## src/sv/qsac_pkg.sv

```systemverilog
package qsac_pkg;

  // Geometry and storage
  localparam int COORD_BITS = 16;
  localparam int CORNERS    = 4;
  localparam int NUM_PTS    = 2 * CORNERS;
  localparam int IDX_W      = $clog2(NUM_PTS);
  localparam int CRN_W      = $clog2(CORNERS);

  // Microprogram step addresses
  localparam int PC_W = 3;
  localparam logic [PC_W-1:0] PC_IDLE   = 3'd0;
  localparam logic [PC_W-1:0] PC_RD_A   = 3'd1;
  localparam logic [PC_W-1:0] PC_RD_B   = 3'd2;
  localparam logic [PC_W-1:0] PC_AXIS   = 3'd3;
  localparam logic [PC_W-1:0] PC_PROJ   = 3'd4;
  localparam logic [PC_W-1:0] PC_DRAIN0 = 3'd5;
  localparam logic [PC_W-1:0] PC_DRAIN1 = 3'd6;
  localparam logic [PC_W-1:0] PC_TEST   = 3'd7;

  // Corner store read address source
  typedef enum logic [1:0] {
    RD_NONE,
    RD_EDGE_A,
    RD_EDGE_B,
    RD_CORNER
  } rd_sel_e;

  // Branch kinds
  typedef enum logic [1:0] {
    BR_NEXT,
    BR_START,
    BR_LOOP,
    BR_TEST
  } br_e;

  typedef struct packed {
    rd_sel_e         rd_sel;
    logic            ld_pa;
    logic            ld_axis;
    logic            issue;
    br_e             br;
    logic [PC_W-1:0] target;
  } uc_word_t;

  // Sequencer to datapath
  typedef struct packed {
    logic [IDX_W-1:0] raddr;
    logic             ld_pa;
    logic             ld_axis;
    logic             issue;
  } ctrl_t;

  // Datapath to sequencer
  typedef struct packed {
    logic sep;
  } stat_t;

  // Control store: rd_sel, ld_pa, ld_axis, issue, br, target
  localparam uc_word_t UCODE [1 << PC_W] = '{
    '{RD_NONE,   1'b0, 1'b0, 1'b0, BR_START, PC_RD_A},  // idle, wait for a check
    '{RD_EDGE_A, 1'b0, 1'b0, 1'b0, BR_NEXT,  PC_RD_B},  // fetch edge start corner
    '{RD_EDGE_B, 1'b1, 1'b0, 1'b0, BR_NEXT,  PC_AXIS},  // fetch edge end corner
    '{RD_NONE,   1'b0, 1'b1, 1'b0, BR_NEXT,  PC_PROJ},  // form normal axis
    '{RD_CORNER, 1'b0, 1'b0, 1'b1, BR_LOOP,  PC_PROJ},  // stream all corners
    '{RD_NONE,   1'b0, 1'b0, 1'b0, BR_NEXT,  PC_DRAIN1},
    '{RD_NONE,   1'b0, 1'b0, 1'b0, BR_NEXT,  PC_TEST},
    '{RD_NONE,   1'b0, 1'b0, 1'b0, BR_TEST,  PC_RD_A}   // compare intervals
  };

endpackage

```

## src/sv/quad_separating_axis_collision_core.sv

```systemverilog
// A corner write without check leaves the sequencer idle; a new transaction is taken the next cycle.
// A check walks up to eight axes, each by two corner reads, axis build, eight pipelined
// projections through the one store read port, drain and compare, to a registered result;
// a separating axis ends the walk early, and an earlier result still stalled at the output
// holds each compare step until it leaves.
// Reset clears the sequencer, output register and projection tags; corner storage holds no reset value.
module quad_separating_axis_collision_core #(
  parameter int COORD_BITS = qsac_pkg::COORD_BITS
) (
  input  logic                         clk_i,
  input  logic                         rst_ni,
  input  logic                         in_valid_i,
  output logic                         in_stall_o,
  input  logic                         shape_i,
  input  logic [1:0]                   corner_i,
  input  logic signed [COORD_BITS-1:0] sprite_x_i,
  input  logic signed [COORD_BITS-1:0] sprite_y_i,
  input  logic signed [COORD_BITS-1:0] offset_x_i,
  input  logic signed [COORD_BITS-1:0] offset_y_i,
  input  logic                         check_i,
  output logic                         out_valid_o,
  input  logic                         out_stall_i,
  output logic                         collide_o
);
  import qsac_pkg::*;

  logic  accept;
  logic  busy;
  ctrl_t ctrl;
  stat_t stat;

  // Take a transaction only while the sequencer sits idle
  assign in_stall_o = busy;
  assign accept     = in_valid_i && !busy;

  qsac_seq u_seq (
    .clk_i      (clk_i),
    .rst_ni     (rst_ni),
    .start_i    (accept && check_i),
    .out_stall_i(out_stall_i),
    .stat_i     (stat),
    .ctrl_o     (ctrl),
    .busy_o     (busy),
    .out_valid_o(out_valid_o),
    .collide_o  (collide_o)
  );

  qsac_dp #(
    .COORD_BITS(COORD_BITS)
  ) u_dp (
    .clk_i     (clk_i),
    .rst_ni    (rst_ni),
    .we_i      (accept),
    .waddr_i   ({shape_i, corner_i}),
    .sprite_x_i(sprite_x_i),
    .sprite_y_i(sprite_y_i),
    .offset_x_i(offset_x_i),
    .offset_y_i(offset_y_i),
    .ctrl_i    (ctrl),
    .stat_o    (stat)
  );

endmodule

```

## src/sv/qsac_ram.sv

```systemverilog
module qsac_ram #(
  parameter int WIDTH = 34,
  parameter int DEPTH = 8
) (
  input  logic                     clk_i,
  input  logic                     we_i,
  input  logic [$clog2(DEPTH)-1:0] waddr_i,
  input  logic [WIDTH-1:0]         wdata_i,
  input  logic [$clog2(DEPTH)-1:0] raddr_i,
  output logic [WIDTH-1:0]         rdata_o
);

  logic [WIDTH-1:0] mem_q [DEPTH];
  logic [WIDTH-1:0] rdata_q;

  // Write port
  always_ff @(posedge clk_i) begin
    if (we_i) begin
      mem_q[waddr_i] <= wdata_i;
    end
  end

  // Registered read port
  always_ff @(posedge clk_i) begin
    rdata_q <= mem_q[raddr_i];
  end

  assign rdata_o = rdata_q;

endmodule

```

## src/sv/qsac_dp.sv

```systemverilog
module qsac_dp #(
  parameter int COORD_BITS = qsac_pkg::COORD_BITS
) (
  input  logic                         clk_i,
  input  logic                         rst_ni,
  input  logic                         we_i,
  input  logic [qsac_pkg::IDX_W-1:0]   waddr_i,
  input  logic signed [COORD_BITS-1:0] sprite_x_i,
  input  logic signed [COORD_BITS-1:0] sprite_y_i,
  input  logic signed [COORD_BITS-1:0] offset_x_i,
  input  logic signed [COORD_BITS-1:0] offset_y_i,
  input  qsac_pkg::ctrl_t              ctrl_i,
  output qsac_pkg::stat_t              stat_o
);
  import qsac_pkg::*;

  localparam int PW  = COORD_BITS + 1;  // stored corner coordinate
  localparam int AW  = COORD_BITS + 2;  // axis component
  localparam int PRW = PW + AW;         // one product
  localparam int PJ  = PRW + 1;         // projection

  typedef struct packed {
    logic vld;
    logic shape;
    logic first;
  } tag_t;

  logic signed [PW-1:0]  wx, wy, rx, ry;
  logic [2*PW-1:0]       rdata;
  logic signed [PW-1:0]  pax_q, pay_q;
  logic signed [AW-1:0]  ax_q, ay_q;
  logic signed [PRW-1:0] mx_d, my_d, mx_q, my_q;
  logic signed [PJ-1:0]  proj;
  logic signed [PJ-1:0]  lo_q [2];
  logic signed [PJ-1:0]  hi_q [2];
  tag_t                  tag_d, tag_r_q, tag_m_q;

  // Corner sum, exact at one extra bit
  assign wx = PW'(sprite_x_i) + PW'(offset_x_i);
  assign wy = PW'(sprite_y_i) + PW'(offset_y_i);

  qsac_ram #(
    .WIDTH(2 * PW),
    .DEPTH(NUM_PTS)
  ) u_store (
    .clk_i  (clk_i),
    .we_i   (we_i),
    .waddr_i(waddr_i),
    .wdata_i({wx, wy}),
    .raddr_i(ctrl_i.raddr),
    .rdata_o(rdata)
  );

  assign rx = rdata[2*PW-1:PW];
  assign ry = rdata[PW-1:0];

  // Latch edge start corner, then form the normal (-dy, dx)
  always_ff @(posedge clk_i) begin
    if (ctrl_i.ld_pa) begin
      pax_q <= rx;
      pay_q <= ry;
    end
    if (ctrl_i.ld_axis) begin
      ax_q <= AW'(pay_q) - AW'(ry);
      ay_q <= AW'(rx) - AW'(pax_q);
    end
  end

  // Track each projection through read and multiply stages
  assign tag_d.vld   = ctrl_i.issue;
  assign tag_d.shape = ctrl_i.raddr[IDX_W-1];
  assign tag_d.first = (ctrl_i.raddr[CRN_W-1:0] == '0);

  always_ff @(posedge clk_i or negedge rst_ni) begin
    if (!rst_ni) begin
      tag_r_q <= '0;
      tag_m_q <= '0;
    end else begin
      tag_r_q <= tag_d;
      tag_m_q <= tag_r_q;
    end
  end

  // Multiply stage
  assign mx_d = PRW'(rx) * PRW'(ax_q);
  assign my_d = PRW'(ry) * PRW'(ay_q);

  always_ff @(posedge clk_i) begin
    if (tag_r_q.vld) begin
      mx_q <= mx_d;
      my_q <= my_d;
    end
  end

  // Sum and fold into the per-shape interval
  assign proj = PJ'(mx_q) + PJ'(my_q);

  always_ff @(posedge clk_i) begin
    if (tag_m_q.vld) begin
      if (tag_m_q.first) begin
        lo_q[tag_m_q.shape] <= proj;
        hi_q[tag_m_q.shape] <= proj;
      end else begin
        if (proj < lo_q[tag_m_q.shape]) begin
          lo_q[tag_m_q.shape] <= proj;
        end
        if (proj > hi_q[tag_m_q.shape]) begin
          hi_q[tag_m_q.shape] <= proj;
        end
      end
    end
  end

  // Strict gap separates; touching does not
  assign stat_o.sep = (hi_q[0] < lo_q[1]) || (hi_q[1] < lo_q[0]);

endmodule

```

## src/sv/qsac_seq.sv

```systemverilog
module qsac_seq (
  input  logic            clk_i,
  input  logic            rst_ni,
  input  logic            start_i,
  input  logic            out_stall_i,
  input  qsac_pkg::stat_t stat_i,
  output qsac_pkg::ctrl_t ctrl_o,
  output logic            busy_o,
  output logic            out_valid_o,
  output logic            collide_o
);
  import qsac_pkg::*;

  logic [PC_W-1:0]  pc_q, pc_d;
  logic [IDX_W-1:0] axis_q, axis_d;
  logic [IDX_W-1:0] cnt_q, cnt_d;
  logic             out_valid_q, out_valid_d;
  logic             collide_q, collide_d;
  uc_word_t         uw;
  logic [CRN_W-1:0] edge_end;

  assign uw       = UCODE[pc_q];
  assign edge_end = axis_q[CRN_W-1:0] + CRN_W'(1);

  // Decode the read address and strobes for this step
  always_comb begin
    ctrl_o.ld_pa   = uw.ld_pa;
    ctrl_o.ld_axis = uw.ld_axis;
    ctrl_o.issue   = uw.issue;
    case (uw.rd_sel)
      RD_EDGE_A: ctrl_o.raddr = axis_q;
      RD_EDGE_B: ctrl_o.raddr = {axis_q[IDX_W-1], edge_end};
      RD_CORNER: ctrl_o.raddr = cnt_q;
      default:   ctrl_o.raddr = '0;
    endcase
  end

  // Advance the step counter and the loop counters
  always_comb begin
    pc_d        = pc_q + PC_W'(1);
    axis_d      = axis_q;
    cnt_d       = '0;
    out_valid_d = out_valid_q && out_stall_i;
    collide_d   = collide_q;
    case (uw.br)
      BR_START: begin
        pc_d   = start_i ? uw.target : pc_q;
        axis_d = '0;
      end
      BR_LOOP: begin
        cnt_d = cnt_q + IDX_W'(1);
        pc_d  = (cnt_q == IDX_W'(NUM_PTS - 1)) ? pc_q + PC_W'(1) : uw.target;
      end
      BR_TEST: begin
        if (out_valid_q && out_stall_i) begin
          pc_d = pc_q;
        end else if (stat_i.sep || axis_q == IDX_W'(NUM_PTS - 1)) begin
          pc_d        = PC_IDLE;
          out_valid_d = 1'b1;
          collide_d   = !stat_i.sep;
        end else begin
          pc_d   = uw.target;
          axis_d = axis_q + IDX_W'(1);
        end
      end
      default: begin
        pc_d = uw.target;
      end
    endcase
  end

  always_ff @(posedge clk_i or negedge rst_ni) begin
    if (!rst_ni) begin
      pc_q        <= PC_IDLE;
      axis_q      <= '0;
      cnt_q       <= '0;
      out_valid_q <= 1'b0;
      collide_q   <= 1'b0;
    end else begin
      pc_q        <= pc_d;
      axis_q      <= axis_d;
      cnt_q       <= cnt_d;
      out_valid_q <= out_valid_d;
      collide_q   <= collide_d;
    end
  end

  assign busy_o      = (pc_q != PC_IDLE);
  assign out_valid_o = out_valid_q;
  assign collide_o   = collide_q;

endmodule
```

## config.mk

```make
export PLATFORM = sky130hd
export DESIGN_NAME = quad_separating_axis_collision_core
export DESIGN_NICKNAME = d
export VERILOG_FILES = /design/src/sv/qsac_pkg.sv /design/src/sv/quad_separating_axis_collision_core.sv /design/src/sv/qsac_ram.sv /design/src/sv/qsac_dp.sv /design/src/sv/qsac_seq.sv
export SDC_FILE = /design/constraint.sdc
export NUM_CORES = 2
export LEC_CHECK = 0
export CORE_UTILIZATION = 60
export DETAILED_ROUTE_END_ITERATION = 8
export DONT_BUFFER_PORTS = 1
export PLACE_DENSITY = 0.78
export SLEW_MARGIN = 20
export SYNTH_ARGS = -nofsm -noshare
export SYNTH_HDL_FRONTEND = slang
export SYNTH_SLANG_ARGS = --single-unit
export TNS_END_PERCENT = 30
```

## constraint.sdc

```tcl
create_clock -name clk_i -period 7.75 [get_ports clk_i]
set_input_delay 0.3875 -clock clk_i [delete_from_list [all_inputs] [get_ports clk_i]]
set_output_delay 0.3875 -clock clk_i [all_outputs]
set_load 0.05 [all_outputs]
```

==> flow_metrics.py <==
metrics = {
    "run_status": {
        "status": "completed",
    },
    "detailed_routing": {
        "drtIter0Drc": 2630,
        "vias": 34460,
        "drc": 0,
        "postRouteAntennaNets": 0,
        "wl_per_cell_um": 19.66,
        "routed_wl_mm": 118.0,
        "viasPerCell": 5.739,
        "drtPass1Iterations": 5,
    },
    "timing": {
        "maxSlewHeadroom_pct": 29.81,
        "report.final.setup_viol": 0,
        "hold_viol": 0,
        "tightest_slew_ns": 1.053,
        "drv_slew": 0,
        "fmax_ghz": 0.1415,
        "fin_crit_ns": 7.067,
        "fin_tns_setup_ns": 0,
        "finClkSkew_ns": 0.06808,
        "rsz0062_at_grt": "false",
        "period_share_pct": 91.19,
    },
    "flow_run": {
        "cap_violations": 0,
    },
    "grt": {
        "grt_max_degree": 96,
        "use_met3_pct": 4.428,
        "overflow": 0,
        "grt_pass1_wl_mm": 189.2,
        "grt_use_met1_pct": 36.11,
        "grt_usage_pct": 27.94,
        "antenna_found_initial": 2,
        "first_global_vias": 36100,
        "gr-usage-met2_pct": 47.26,
        "grt_most_used_layer": "met2",
    },
    "setup_path": {
        "cpMostUsedCell": "fa_1",
        "r2r_start": "u_dp.u_store.rdata_o[2]",
        "crit_arrival_ns": 7.37,
        "reg2reg_to": "u_dp.my_q[34]",
        "slowest_delay_ns": 1.01,
        "reg2reg_depth": 19,
        "startpoint_type": "flop",
        "cpMaxStageDelayCell": "dfxtp_1",
        "r2r_slack_ns": 0.68,
        "critPathLaunch": "u_dp.u_store.rdata_o[2]",
        "worstPathMaxFanout": 20,
        "critPathCaptureType": "flop",
        "cp_num_buf_inv": 3,
        "worstPathCellList": "nand2_1, fa_1, fa_1, fa_1, inv_1, fa_1, fa_1, inv_1, fa_1, inv_1, ha_1, a211oi_1, a31o_2, o211ai_1, o211ai_1, a31oi_1, a221o_1, a21oi_1, xnor2_1",
        "critPathKind": "flop to flop",
        "crit_family": "adder cells",
        "critPathRequiredTime_ns": 8.06,
    },
    "floorplan": {
        "start_util_pct": 60.63,
        "core_area_mm2": 0.08528,
        "ios": 75,
        "die_x_um": 295.5,
        "die_h_um": 295.5,
        "rows": 107,
        "die_area_mm2": 0.08735,
    },
    "logic_synthesis": {
        "synthArstFlopShare_pct": 2.801,
        "synthCells": 4834,
        "synth_top_area_share_pct": 32.29,
        "yosysTopAreaCell": "edfxtp_1",
        "synthTopCellsByArea": "edfxtp_1, fa_1, ha_1",
        "synth_edf_count": 556,
        "synth_cell_types": 72,
        "seq_area_frac_synth_pct": 34.43,
        "ys_warn_count": 0,
        "ys_seq_elements": 607,
        "ys.flop_type": "edfxtp_1",
        "syn-num-nets": 5958,
        "synth.most_common_cell": "inv_1",
        "avgSynthCellArea_um2": 10.70,
        "yosys-top-cells-count": "inv_1, nand2_1, fa_1, edfxtp_1, ha_1",
        "syn-cell-area_mm2": 0.05170,
    },
    "worst_hold_path": {
        "holdPathStages": 1,
        "hp-start": "offset_x_i[0]",
        "hold_end": "u_dp.u_store.mem_q[2][17]",
        "min_path_type": "primary input to flop",
    },
    "clock_tree": {
        "clk_pin_slew_ns": 0.06,
        "htree_levels": 3,
        "cts-root-buf": "clkbuf_16",
        "cts_tree": "done",
        "clkLatencyLatePin_ns": 0.64,
        "cts_buffers": 68,
        "postCtsSetupBuffers": 0,
        "ctsLongestPathBuffers": 3,
        "cts.sinks": 607,
    },
    "place": {
        "dp_hpwl_mm": 87.30,
        "portBuffers": 0,
        "gp_congestion": 0.9563,
    },
    "final_layout": {
        "nets": 5927,
        "drive_gt1_share_pct": 4.076,
        "syn2layout_area_growth_pct": 7.604,
    },
}
==> metrics by stage <==
stage	std cells	cell area (um2)	util [%]	setup slack (ns)	hold WS (ns)
4_1_cts	6001	55600	65.20	0.8045	0.1164
3_3_place_gp	5873	53080	62.24	1.053	0.09505
6_report	6004	55630	65.24	0.6830	0.1447
3_5_place_dp	5873	53080	62.24	0.8857	0.09504
2_1_floorplan	4834	51700	-	1.422	0.09191
5_1_grt	6002	55630	65.23	0.4523	0.1451
==> area by class of cell <==
cell class | instances | area, um2
clock buffer | 87 | 1884
clock inverter | 38 | 598.1
antenna | 2 | 5.005
fill | 6351 | 29650
inverter | 788 | 2958
tap | 1144 | 1431
timing repair buffer | 50 | 450.4
multi-input combinational | 3288 | 30500
sequential | 607 | 17810
==> worst max path at each step <==
stage          cells past startpoint             to  slack (ns)
2_1_floorplan                     25  u_dp.mx_q[31]        1.42
3_3_place_gp                      18  u_dp.my_q[33]        1.05
3_5_place_dp                      21  u_dp.my_q[34]        0.89
4_1_cts                           21  u_dp.my_q[34]        0.80
5_1_grt                           21  u_dp.my_q[34]        0.45
6_report                          19  u_dp.my_q[34]        0.68
==> sequential cells by signal, summed over array words and instances, names as in the netlist, 17 cells and up <==
| name | cells |
|---|---|
| u_dp.ay_q | 18 |
| u_dp.my_q | 35 |
| u_dp.lo_q | 72 |
| u_dp.pay_q | 17 |
| u_dp.u_store.mem_q | 272 |
| u_dp.mx_q | 35 |
| u_dp.hi_q | 72 |
| u_dp.ax_q | 18 |
| u_dp.pax_q | 17 |
| u_dp.u_store.rdata_o | 34 |
==> cell usage in the layout, fill, tap and decap left out, drive strengths merged, types with 16 or more instances in the layout <==
cell type	count
a21oi	146
o211ai	16
nand4	31
inv	791
buf	48
dfxtp	34
nor2b	34
clkinv	23
fa	627
edfxtp	556
a211oi	17
nand2	662
o21ai	117
xor2	30
and2	316
nor3	27
nand2b	27
nand3	203
mux2i	72
a21o	102
ha	425
xnor2	119
dfrtp	17
nor2	138
clkbuf	87
o21a	23
==> cells by family after synthesis <==
kind of cell / synth area share (%)
and+or+nand+nor: 13.55
adders and majority gates: 34.56
buffers and inverters: 6.817
DFF: 34.43
AOI/OAI and AO/OA: 6.607
xor gates and xnor gates: 2.524
muxes: 1.503
==> repair_timing <==
item / 4_1_cts / 5_1_grt
gates resized for setup: 0 / 0
hold buffers: 3 / 0
hold endpoints to repair: 19 / 0
==> routing by layer <==
metal,share of wire (%),up-vias
met4,4.1,2
met2,48,1320
met3,7.4,288
met5,0.011,-
met1,40,17110
li1,-,15730
Power is not shown: default switching activity piles up to over one toggle a cycle in this logic, so the estimate is an artifact.
